## config.mk

```make
export PLATFORM = sky130hd
export DESIGN_NAME = weighted_random_zone_gate_glide_unit
export DESIGN_NICKNAME = d
export VERILOG_FILES = /design/src/hw/rtl/wrzg_pkg.sv /design/src/hw/rtl/wrzg_div.sv /design/src/hw/rtl/weighted_random_zone_gate_glide_unit.sv
export SDC_FILE = /design/constraint.sdc
export NUM_CORES = 2
export LEC_CHECK = 0
export BUFFER_PORTS_ARGS = -buffer_cell sky130_fd_sc_hd__buf_2
export CORE_ASPECT_RATIO = 1.25
export CORE_MARGIN = 5
export CORE_UTILIZATION = 35
export CTS_CLUSTER_SIZE = 14
export DETAILED_ROUTE_END_ITERATION = 16
export GPL_ROUTABILITY_DRIVEN = 0
export SLEW_MARGIN = 20
export SYNTH_ARGS = -nofsm -noshare
export SYNTH_HDL_FRONTEND = slang
export SYNTH_SLANG_ARGS = --single-unit
```

## constraint.sdc

```tcl
create_clock -name aclk -period 7.4 [get_ports aclk]
set_input_delay 1.48 -clock aclk [delete_from_list [all_inputs] [get_ports aclk]]
set_output_delay 1.48 -clock aclk [all_outputs]
set_load 0.01 [all_outputs]
```

## src/hw/rtl/wrzg_pkg.sv

```systemverilog
// Shared constants for the weighted random zone gate and glide unit.
`timescale 1ns / 1ps

package wrzg_pkg;

    localparam int Q16_W   = 17;
    localparam int RAND_W  = 7;
    localparam int TIME_W  = 32;
    localparam int GATE_W  = 5;
    localparam int ZONE_W  = 3;
    localparam int ZONES   = 5;
    localparam int BOUNDS  = 4;
    localparam int PROBS   = 3;

    localparam logic [Q16_W-1:0]  Q16_ONE    = 17'h10000;
    localparam logic [RAND_W-1:0] RAND_LAST  = 7'd99;
    localparam logic [TIME_W-1:0] RAND_SCALE = 32'd100;
    localparam logic [TIME_W-1:0] CV_SCALE   = 32'd5;

    localparam logic OP_UPDATE = 1'b0;
    localparam logic OP_DRAW   = 1'b1;

endpackage

```

## src/hw/rtl/wrzg_div.sv

```systemverilog
// Restoring divider that produces one quotient bit per cycle.
`timescale 1ns / 1ps

module wrzg_div #(
    parameter int QUO_W = 19,
    parameter int DEN_W = 32
) (
    input  logic                   aclk,
    input  logic                   aresetn,
    input  logic                   start,
    input  logic [QUO_W+DEN_W-1:0] dividend,
    input  logic [DEN_W-1:0]       divisor,
    output logic                   done,
    output logic [QUO_W-1:0]       quotient
);

    localparam int CNT_W = $clog2(QUO_W + 1);

    logic [DEN_W-1:0] rem_reg;
    logic [DEN_W-1:0] den_reg;
    logic [QUO_W-1:0] quo_reg;
    logic [CNT_W-1:0] cnt_reg;
    logic             busy_reg;
    logic             done_reg;
    logic [DEN_W:0]   trial;
    logic [DEN_W:0]   diff;
    logic             fits;

    assign trial    = {rem_reg, quo_reg[QUO_W-1]};
    assign diff     = trial - {1'b0, den_reg};
    assign fits     = trial >= {1'b0, den_reg};
    assign done     = done_reg;
    assign quotient = quo_reg;

    always_ff @(posedge aclk) begin
        if (!aresetn) begin
            busy_reg <= 1'b0;
            done_reg <= 1'b0;
            cnt_reg  <= '0;
        end else begin
            done_reg <= 1'b0;
            if (start) begin
                busy_reg <= 1'b1;
                cnt_reg  <= CNT_W'(QUO_W);
            end else if (busy_reg) begin
                cnt_reg <= cnt_reg - CNT_W'(1);
                if (cnt_reg == CNT_W'(1)) begin
                    busy_reg <= 1'b0;
                    done_reg <= 1'b1;
                end
            end
        end
    end

    always_ff @(posedge aclk) begin
        if (start) begin
            rem_reg <= dividend[QUO_W+DEN_W-1:QUO_W];
            quo_reg <= dividend[QUO_W-1:0];
            den_reg <= divisor;
        end else if (busy_reg) begin
            rem_reg <= fits ? diff[DEN_W-1:0] : trial[DEN_W-1:0];
            quo_reg <= {quo_reg[QUO_W-2:0], fits};
        end
    end

endmodule

```

## src/hw/rtl/weighted_random_zone_gate_glide_unit.sv

```systemverilog
// Top level of the weighted random zone gate and glide unit.
`timescale 1ns / 1ps

// Each input beat produces exactly one result beat. The block takes one item
// at a time and drops ready until that item's result is loaded into the
// output register; a waiting result does not stop the next item from being
// accepted. A draw item is accepted, then its random value is scaled by a
// reciprocal multiplication, the zone is picked and the output register is
// loaded. For an update item, the first boundary is formed at acceptance and
// each of the other three takes a multiply step and an add step through the
// shared multiplier. The level is then set up, scaled by one fifth through a
// reciprocal multiplication and loaded into the output register. The first
// update also passes through the draw steps of scaling and zone picking.
// With glide enabled, an update adds a clamp step, the glide multiply and one
// division on the restoring divider, which yields one quotient bit per cycle
// over FRAC_BITS+3 bits; when the previous draw interval is zero, the division
// is skipped and the level goes straight to the target. A result that is not
// taken holds the next item in its last step until m_ready frees the output
// register.

module weighted_random_zone_gate_glide_unit #(
    parameter int FRAC_BITS = 16
) (
    input  logic                          aclk,
    input  logic                          aresetn,
    input  logic                          cfg_wr_en,
    input  logic                          cfg_wr_data,
    input  logic                          s_valid,
    output logic                          s_ready,
    input  logic                          s_operation,
    input  logic [wrzg_pkg::RAND_W-1:0]   s_random_draw,
    input  logic [wrzg_pkg::Q16_W-1:0]    s_prob_first,
    input  logic [wrzg_pkg::Q16_W-1:0]    s_prob_second,
    input  logic [wrzg_pkg::Q16_W-1:0]    s_prob_third,
    input  logic [wrzg_pkg::Q16_W-1:0]    s_prob_fourth,
    input  logic [wrzg_pkg::Q16_W-1:0]    s_zone_offset,
    input  logic [wrzg_pkg::TIME_W-1:0]   s_now_ms,
    output logic                          m_valid,
    input  logic                          m_ready,
    output logic [wrzg_pkg::Q16_W-1:0]    m_cv_level,
    output logic [wrzg_pkg::GATE_W-1:0]   m_zone_gates
);

    import wrzg_pkg::*;

    localparam int BW = FRAC_BITS + 1;
    localparam int W  = FRAC_BITS + 3;
    localparam int UP = (FRAC_BITS >= 16) ? (FRAC_BITS - 16) : 0;
    localparam int DN = (FRAC_BITS < 16) ? (16 - FRAC_BITS) : 0;
    localparam int XW = Q16_W + UP;
    localparam int TW = W + DN;
    localparam int PW = W + TIME_W;

    localparam int R100_SH = 14;
    localparam int R100_W  = FRAC_BITS + 8;
    localparam int FP_W    = RAND_W + R100_W;
    localparam int R5_SH   = FRAC_BITS + 6;
    localparam int R5_W    = FRAC_BITS + 4;
    localparam int CP_W    = W + R5_W;

    localparam logic [BW-1:0] ONE_B    = {1'b1, {FRAC_BITS{1'b0}}};
    localparam logic [W-1:0]  FIVE_ONE = {3'b101, {FRAC_BITS{1'b0}}};

    // Rounded-up reciprocals; the shifts leave enough guard bits that the
    // products floor to the exact quotients over the whole operand range.
    localparam logic [R100_W-1:0] RECIP_100 =
        R100_W'(((64'd1 << (FRAC_BITS + R100_SH)) + 64'(RAND_SCALE) - 64'd1) /
                64'(RAND_SCALE));
    localparam logic [R5_W-1:0] RECIP_5 =
        R5_W'(((64'd1 << R5_SH) + 64'(CV_SCALE) - 64'd1) / 64'(CV_SCALE));

    typedef enum logic [3:0] {
        ST_IDLE,
        ST_B_MUL,
        ST_B_ADD,
        ST_DRAW_GO,
        ST_DRAW_ZONE,
        ST_POS,
        ST_CLAMP,
        ST_G_MUL,
        ST_G_WAIT,
        ST_CV,
        ST_OUT
    } state_t;

    function automatic logic [BW-1:0] from_q16(input logic [Q16_W-1:0] v);
        logic [Q16_W-1:0] sat;
        logic [XW-1:0]    ext;
        sat = (v > Q16_ONE) ? Q16_ONE : v;
        ext = XW'(sat) << UP;
        return BW'(ext >> DN);
    endfunction

    function automatic logic [Q16_W-1:0] to_q16(input logic [W-1:0] v);
        logic [TW-1:0] sh;
        sh = (TW'(v) << DN) >> UP;
        return (sh > TW'(Q16_ONE)) ? Q16_ONE : Q16_W'(sh);
    endfunction

    state_t            state_reg;
    logic              glide_en_reg;
    logic              op_reg;
    logic [RAND_W-1:0] rnd_reg;
    logic [TIME_W-1:0] now_reg;
    logic [BW-1:0]     prob_reg [PROBS];
    logic [BW-1:0]     bounds_reg [BOUNDS];
    logic [BW-1:0]     cur_b_reg;
    logic [1:0]        k_reg;
    logic              first_pending_reg;
    logic [W-1:0]      target_reg;
    logic [W-1:0]      start_reg;
    logic [W-1:0]      glide_pos_reg;
    logic [TIME_W-1:0] draw_time_reg;
    logic [TIME_W-1:0] prev_time_reg;
    logic [GATE_W-1:0] gate_bits_reg;
    logic [PW-1:0]     prod_reg;
    logic [BW-1:0]     frac_reg;
    logic              div_start_reg;
    logic [PW-1:0]     div_num_reg;
    logic [TIME_W-1:0] div_den_reg;
    logic [TIME_W-1:0] t_reg;
    logic [TIME_W-1:0] den_reg;
    logic [TIME_W-1:0] num_reg;
    logic              neg_reg;
    logic [W-1:0]      mag_reg;
    logic [Q16_W-1:0]  cv_reg;
    logic              m_valid_reg;
    logic [Q16_W-1:0]  m_cv_reg;
    logic [GATE_W-1:0] m_gates_reg;

    logic              div_done;
    logic [W-1:0]      div_quo;
    logic [BW:0]       b0_sum;
    logic [BW-1:0]     b0;
    logic [BW-1:0]     b_add;
    logic [RAND_W-1:0] rnd_sat;
    logic [W-1:0]      mul_a;
    logic [TIME_W-1:0] mul_b;
    logic [PW-1:0]     mul_prod;
    logic [FP_W-1:0]   frac_prod;
    logic [BW-1:0]     frac_w;
    logic [W-1:0]      cv_src;
    logic [CP_W-1:0]   cv_prod;
    logic [W-1:0]      cv_quo;
    logic [BW-1:0]     zone_lo [ZONES];
    logic [BW-1:0]     zone_hi [ZONES];
    logic [ZONE_W-1:0] zone_sel;
    logic              zone_hit;
    logic [TIME_W-1:0] t_clamp;
    logic [W-1:0]      glide_pos;

    wrzg_div #(
        .QUO_W(W),
        .DEN_W(TIME_W)
    ) u_div (
        .aclk     (aclk),
        .aresetn  (aresetn),
        .start    (div_start_reg),
        .dividend (div_num_reg),
        .divisor  (div_den_reg),
        .done     (div_done),
        .quotient (div_quo)
    );

    assign s_ready      = (state_reg == ST_IDLE);
    assign m_valid      = m_valid_reg;
    assign m_cv_level   = m_cv_reg;
    assign m_zone_gates = m_gates_reg;

    assign rnd_sat = (s_random_draw > RAND_LAST) ? RAND_LAST : s_random_draw;
    assign b0_sum  = {1'b0, from_q16(s_prob_first)} + {1'b0, from_q16(s_zone_offset)};
    assign b0      = (b0_sum > {1'b0, ONE_B}) ? BW'(b0_sum - {1'b0, ONE_B}) : BW'(b0_sum);
    assign b_add   = cur_b_reg + BW'(prod_reg >> FRAC_BITS);

    assign mul_a    = (state_reg == ST_G_MUL) ? mag_reg : W'(ONE_B - cur_b_reg);
    assign mul_b    = (state_reg == ST_G_MUL) ? num_reg : TIME_W'(prob_reg[k_reg]);
    assign mul_prod = PW'(mul_a) * PW'(mul_b);

    assign frac_prod = FP_W'(rnd_reg) * FP_W'(RECIP_100);
    assign frac_w    = BW'(frac_prod >> R100_SH);

    assign cv_src  = glide_en_reg ? glide_pos_reg : target_reg;
    assign cv_prod = CP_W'(cv_src) * CP_W'(RECIP_5);
    assign cv_quo  = W'(cv_prod >> R5_SH);

    assign t_clamp = (t_reg < prev_time_reg) ? prev_time_reg :
                     (t_reg > draw_time_reg) ? draw_time_reg : t_reg;
    assign glide_pos = neg_reg ? (start_reg - div_quo) : (start_reg + div_quo);

    always_comb begin
        zone_lo[0]         = '0;
        zone_hi[ZONES-1]   = ONE_B;
        for (int i = 1; i < ZONES; i++) begin
            zone_lo[i] = bounds_reg[i-1];
        end
        for (int i = 0; i < BOUNDS; i++) begin
            zone_hi[i] = bounds_reg[i];
        end
    end

    always_comb begin
        zone_sel = '0;
        zone_hit = 1'b0;
        for (int z = ZONES - 1; z >= 0; z--) begin
            if (frac_reg > zone_lo[z] && frac_reg < zone_hi[z]) begin
                zone_sel = ZONE_W'(z);
                zone_hit = 1'b1;
            end
        end
    end

    always_ff @(posedge aclk) begin
        if (!aresetn) begin
            state_reg         <= ST_IDLE;
            glide_en_reg      <= 1'b0;
            first_pending_reg <= 1'b1;
            for (int i = 0; i < BOUNDS; i++) begin
                bounds_reg[i] <= '0;
            end
            target_reg        <= '0;
            start_reg         <= '0;
            glide_pos_reg     <= '0;
            draw_time_reg     <= '0;
            prev_time_reg     <= '0;
            gate_bits_reg     <= '0;
            div_start_reg     <= 1'b0;
            m_valid_reg       <= 1'b0;
        end else begin
            div_start_reg <= 1'b0;
            if (cfg_wr_en) begin
                glide_en_reg <= cfg_wr_data;
            end
            if (m_ready && state_reg != ST_OUT) begin
                m_valid_reg <= 1'b0;
            end

            case (state_reg)
                ST_IDLE: begin
                    if (s_valid) begin
                        op_reg  <= s_operation;
                        rnd_reg <= rnd_sat;
                        now_reg <= s_now_ms;
                        if (s_operation == OP_DRAW) begin
                            state_reg <= ST_DRAW_GO;
                        end else begin
                            prob_reg[0]   <= from_q16(s_prob_second);
                            prob_reg[1]   <= from_q16(s_prob_third);
                            prob_reg[2]   <= from_q16(s_prob_fourth);
                            bounds_reg[0] <= b0;
                            cur_b_reg     <= b0;
                            k_reg         <= '0;
                            state_reg     <= ST_B_MUL;
                        end
                    end
                end

                ST_B_MUL: begin
                    prod_reg  <= mul_prod;
                    state_reg <= ST_B_ADD;
                end

                ST_B_ADD: begin
                    bounds_reg[k_reg + 2'd1] <= b_add;
                    cur_b_reg                <= b_add;
                    k_reg                    <= k_reg + 2'd1;
                    if (k_reg == 2'd2) begin
                        if (first_pending_reg) begin
                            first_pending_reg <= 1'b0;
                            state_reg         <= ST_DRAW_GO;
                        end else begin
                            state_reg <= ST_POS;
                        end
                    end else begin
                        state_reg <= ST_B_MUL;
                    end
                end

                ST_DRAW_GO: begin
                    start_reg     <= glide_pos_reg;
                    prev_time_reg <= draw_time_reg;
                    draw_time_reg <= now_reg;
                    frac_reg      <= frac_w;
                    state_reg     <= ST_DRAW_ZONE;
                end

                ST_DRAW_ZONE: begin
                    if (zone_hit) begin
                        gate_bits_reg <= GATE_W'(1) << zone_sel;
                    end
                    target_reg <= (W'(zone_sel) << FRAC_BITS) + W'(frac_reg);
                    if (op_reg == OP_DRAW) begin
                        cv_reg    <= '0;
                        state_reg <= ST_OUT;
                    end else begin
                        state_reg <= ST_POS;
                    end
                end

                ST_POS: begin
                    if (glide_en_reg) begin
                        t_reg     <= now_reg - (draw_time_reg - prev_time_reg);
                        den_reg   <= draw_time_reg - prev_time_reg;
                        neg_reg   <= target_reg < start_reg;
                        mag_reg   <= (target_reg < start_reg) ? (start_reg - target_reg)
                                                              : (target_reg - start_reg);
                        state_reg <= ST_CLAMP;
                    end else begin
                        state_reg <= ST_CV;
                    end
                end

                ST_CLAMP: begin
                    num_reg <= t_clamp - prev_time_reg;
                    if (den_reg == '0) begin
                        glide_pos_reg <= target_reg;
                        state_reg     <= ST_CV;
                    end else begin
                        state_reg <= ST_G_MUL;
                    end
                end

                ST_G_MUL: begin
                    div_num_reg   <= mul_prod;
                    div_den_reg   <= den_reg;
                    div_start_reg <= 1'b1;
                    state_reg     <= ST_G_WAIT;
                end

                ST_G_WAIT: begin
                    if (div_done) begin
                        glide_pos_reg <= glide_pos;
                        state_reg     <= ST_CV;
                    end
                end

                ST_CV: begin
                    cv_reg    <= to_q16(cv_quo);
                    state_reg <= ST_OUT;
                end

                ST_OUT: begin
                    if (!m_valid_reg || m_ready) begin
                        m_valid_reg <= 1'b1;
                        m_cv_reg    <= cv_reg;
                        m_gates_reg <= gate_bits_reg;
                        state_reg   <= ST_IDLE;
                    end
                end

                default: begin
                    state_reg <= ST_IDLE;
                end
            endcase
        end
    end

    a_gates_onehot: assert property (@(posedge aclk) disable iff (!aresetn)
        $onehot0(gate_bits_reg))
        else $error("More than one zone gate is set.");

    a_div_done_waited: assert property (@(posedge aclk) disable iff (!aresetn)
        div_done |-> (state_reg == ST_G_WAIT))
        else $error("Divider finished while no state was waiting for it.");

    a_bounds_in_range: assert property (@(posedge aclk) disable iff (!aresetn)
        bounds_reg[0] <= ONE_B && bounds_reg[1] <= ONE_B &&
        bounds_reg[2] <= ONE_B && bounds_reg[3] <= ONE_B)
        else $error("A zone boundary exceeds one.");

    a_levels_in_range: assert property (@(posedge aclk) disable iff (!aresetn)
        target_reg < FIVE_ONE && start_reg < FIVE_ONE && glide_pos_reg < FIVE_ONE)
        else $error("A level left the five-zone range.");

    a_accept_leaves_idle: assert property (@(posedge aclk) disable iff (!aresetn)
        (s_valid && s_ready) |=> (state_reg != ST_IDLE))
        else $error("An accepted beat did not start processing.");

endmodule

```

==> out/summary.txt <==
Outcome = complete, but fails checks
Violations in the final reports = setup timing
#FFs+latches synth = 676
WP data required = 7.85 ns
Vias = 52000
Post-synthesis average cell area = 9.41 sq um
Slew headroom = 0.269
Most frequent cells in the layout = 1144 x inv_1, 922 x nand2_1, 693 x ha_1
Cell type with the highest aggregate area in the netlist = edfxtp_1
Synth top area cells = edfxtp_1 24%, fa_1 19%, ha_1 13%
RSZ-0062 raised after global routing = yes
Global routing's busiest layer = met2
Post-synth ARST share = 0
Area Growth Syn to Fin = 15.3%
Max Cap Violations = 0
Vias in the first global route = 54000
DRT antenna net count = 0
Synth Area in XOR/XNOR = 0.0339
Num Clock Sinks = 676
R2r startpoint = cur_b_reg[8]
FMAX = 126 MHz
Register area share after synthesis = 0.281
Post-route DRC = 0
CP endpoint kind = flop
Critical path peak fanout = 3
Worst skew pair latency = 0.72 ns
Final Core Density = 0.406
Placed cell count = 10000
Die Area = 0.201 sq mm
Commonest non-fill, non-tap cell in the layout = inv_1
Wire per inst = 18.8 um
Net Count, Synth = 8615
Synth Area in Compound Gates = 0.122
Hold buffers post-CTS = 0
Min Tclk post-route = 7.95 ns
Least-Margin Pin Slew = 1.09 ns
DR vias/cell = 5.10
Crit path launch type = flop
Reg clk slew, reported paths = 0.06 ns
Warnings, synthesis = 0
Final setup fails = 33
Final worst slack = -0.551 ns
IO Count = 155
Ys flop type = edfxtp_1
Core ar. = 0.191 sq mm
Fin cells = 10200
CTS Root Cell = clkbuf_16
Final Cycle Share = 1.07
Max FFs per register = 68
First-pass GRT wire length = 299000 um
Share of layout cells above drive strength 1 = 0.127
Drt pass-1 iters = 5
Row cnt = 179
Combinational family with the most area after synthesis = adder cells
Cell area after synthesis = 0.0671 sq mm
Hold crit path type = flop to flop
FF+latch area = 0.0189 sq mm
Post-Synth Simple-Gate Area = 0.144
Area of the multi-input gates = 0.0438 sq mm
Most common cell on crit path = fa_1
Synth Area in Adders = 0.324
DR iter-0 viols = 3312
Min-delay src = div_den_reg[2]
Die Y = 500 um
Critical Path Start = cur_b_reg[8]
PortBufs = 154
Grt ovf = 0
CP peak stage delay = 0.54 ns
Met1 Use GR = 0.242
Net count, final = 9067
Clk_skew = 0.0751 ns
Largest net degree at the start of global routing = 85
Met2 Usage GRT = 0.319
DP HPWL = 155000 um
TritonCTS Buffers = 76
GRT Total Usage = 0.187
Final WL = 191000 um
Die Width = 402 um
Crit path kind = flop to flop
Initial antenna violation count = 1
Post-synth EDFFs = 533
Met3 global-route usage = 0.0241
Crit-path slowest cell = or4_4
Crit path DAT = 8.40 ns
Initial core utilization = 0.352
Post-synth top area share = 0.238
Final hold viol count = 0
Post-synth cell types = 97
CTS max path bufs = 3
Post-Syn Instances = 7134
H-tree depth = 3
Fillers = 18500
Mux share of post-synthesis cell area = 0.0166
Slew Viols, Final = 0
CTS tree = built
## cell usage after synthesis (15+ instances only)
master,instances
edfxtp_1,533
nor3_1,81
and3_1,131
mux2_2,21
a21boi_0,119
nand4_1,61
nand2_1,935
dfxtp_1,143
nor2b_1,138
nand3_1,73
o21bai_1,32
xnor2_1,175
o21ai_0,238
nor2_1,409
a21o_1,175
nor4_1,46
o21a_1,51
nand2b_1,54
ha_1,705
or3_1,19
xor2_1,85
o211ai_1,25
o31ai_1,15
clkbuf_1,217
fa_1,645
and2_1,72
or2_2,18
a211oi_1,38
a22oi_1,15
mux2i_1,86
a31oi_1,48
inv_1,1166
a21oi_1,313
## metal layers
layer	routed length, um	vias up
met3	9870	370
met1	81800	25400
met5	0	-
met2	91400	1450
li1	-	24700
met4	7790	0
## metrics by stage
step                hold slack, ns  setup TNS, ns  setup slack, ns  area (sq um)
CTS                          0.416         -10.60           -0.602         77000
global placement             0.401         -18.53           -0.845         74000
detailed placement           0.405         -20.23           -0.940         74000
global route                 0.423         -18.35           -0.770         77400
floorplan                    0.400          -2.36           -0.308         67400
finish                       0.411          -9.52           -0.551         77400
## critical path, delay by kind of cell (launching register included)
family,cells,cell delay (ns)
AO/OA/AOI/OAI,9,2.01
XOR/XNOR,2,0.20
adder cells (fa/ha/maj),7,3.20
buffers and inverters,7,0.55
flip-flops,1,0.38
AND/OR/NAND/NOR,5,1.38
## logic make-up (layout without fill, tap and decap cells)
group / after synthesis / after routing
buffers and inverters: 1406 / 1914
DFF: 676 / 676
other: 0 / 1
muxes: 108 / 108
and+or+nand+nor: 2093 / 2094
xor gates and xnor gates: 260 / 260
adders and majority gates: 1350 / 1350
AOI/OAI and AO/OA: 1241 / 1241
## path summary, 6_finish.rpt
kind	depth (start not counted)	endpoint	slack (ns)
hold reg to reg	0	u_div.den_reg[2]	0.41
setup / recovery	30	prod_reg[28]	-0.55
hold / removal	0	u_div.den_reg[2]	0.41
setup reg to reg	30	prod_reg[28]	-0.55
## cell type report
cell class / count / area share
inverter: 1166 / 0.0565
tap: 2534 / 0.0409
clock buffer: 88 / 0.0253
timing repair buffer: 613 / 0.0609
multi-input combinational: 5053 / 0.566
sequential: 676 / 0.244
clock inverter: 47 / 0.00688
antenna: 1 / 0.0000323
## repair_timing
item,in CTS,in global routing
gates resized for setup,89,81
cloned,1,0
setup endpoints to repair,40,53
buffers inserted,17,14
pin swaps,72,88
Power is left out: the tool's default activity adds up to more than one toggle a clock period on the data nets, which glitch-free logic cannot reach.
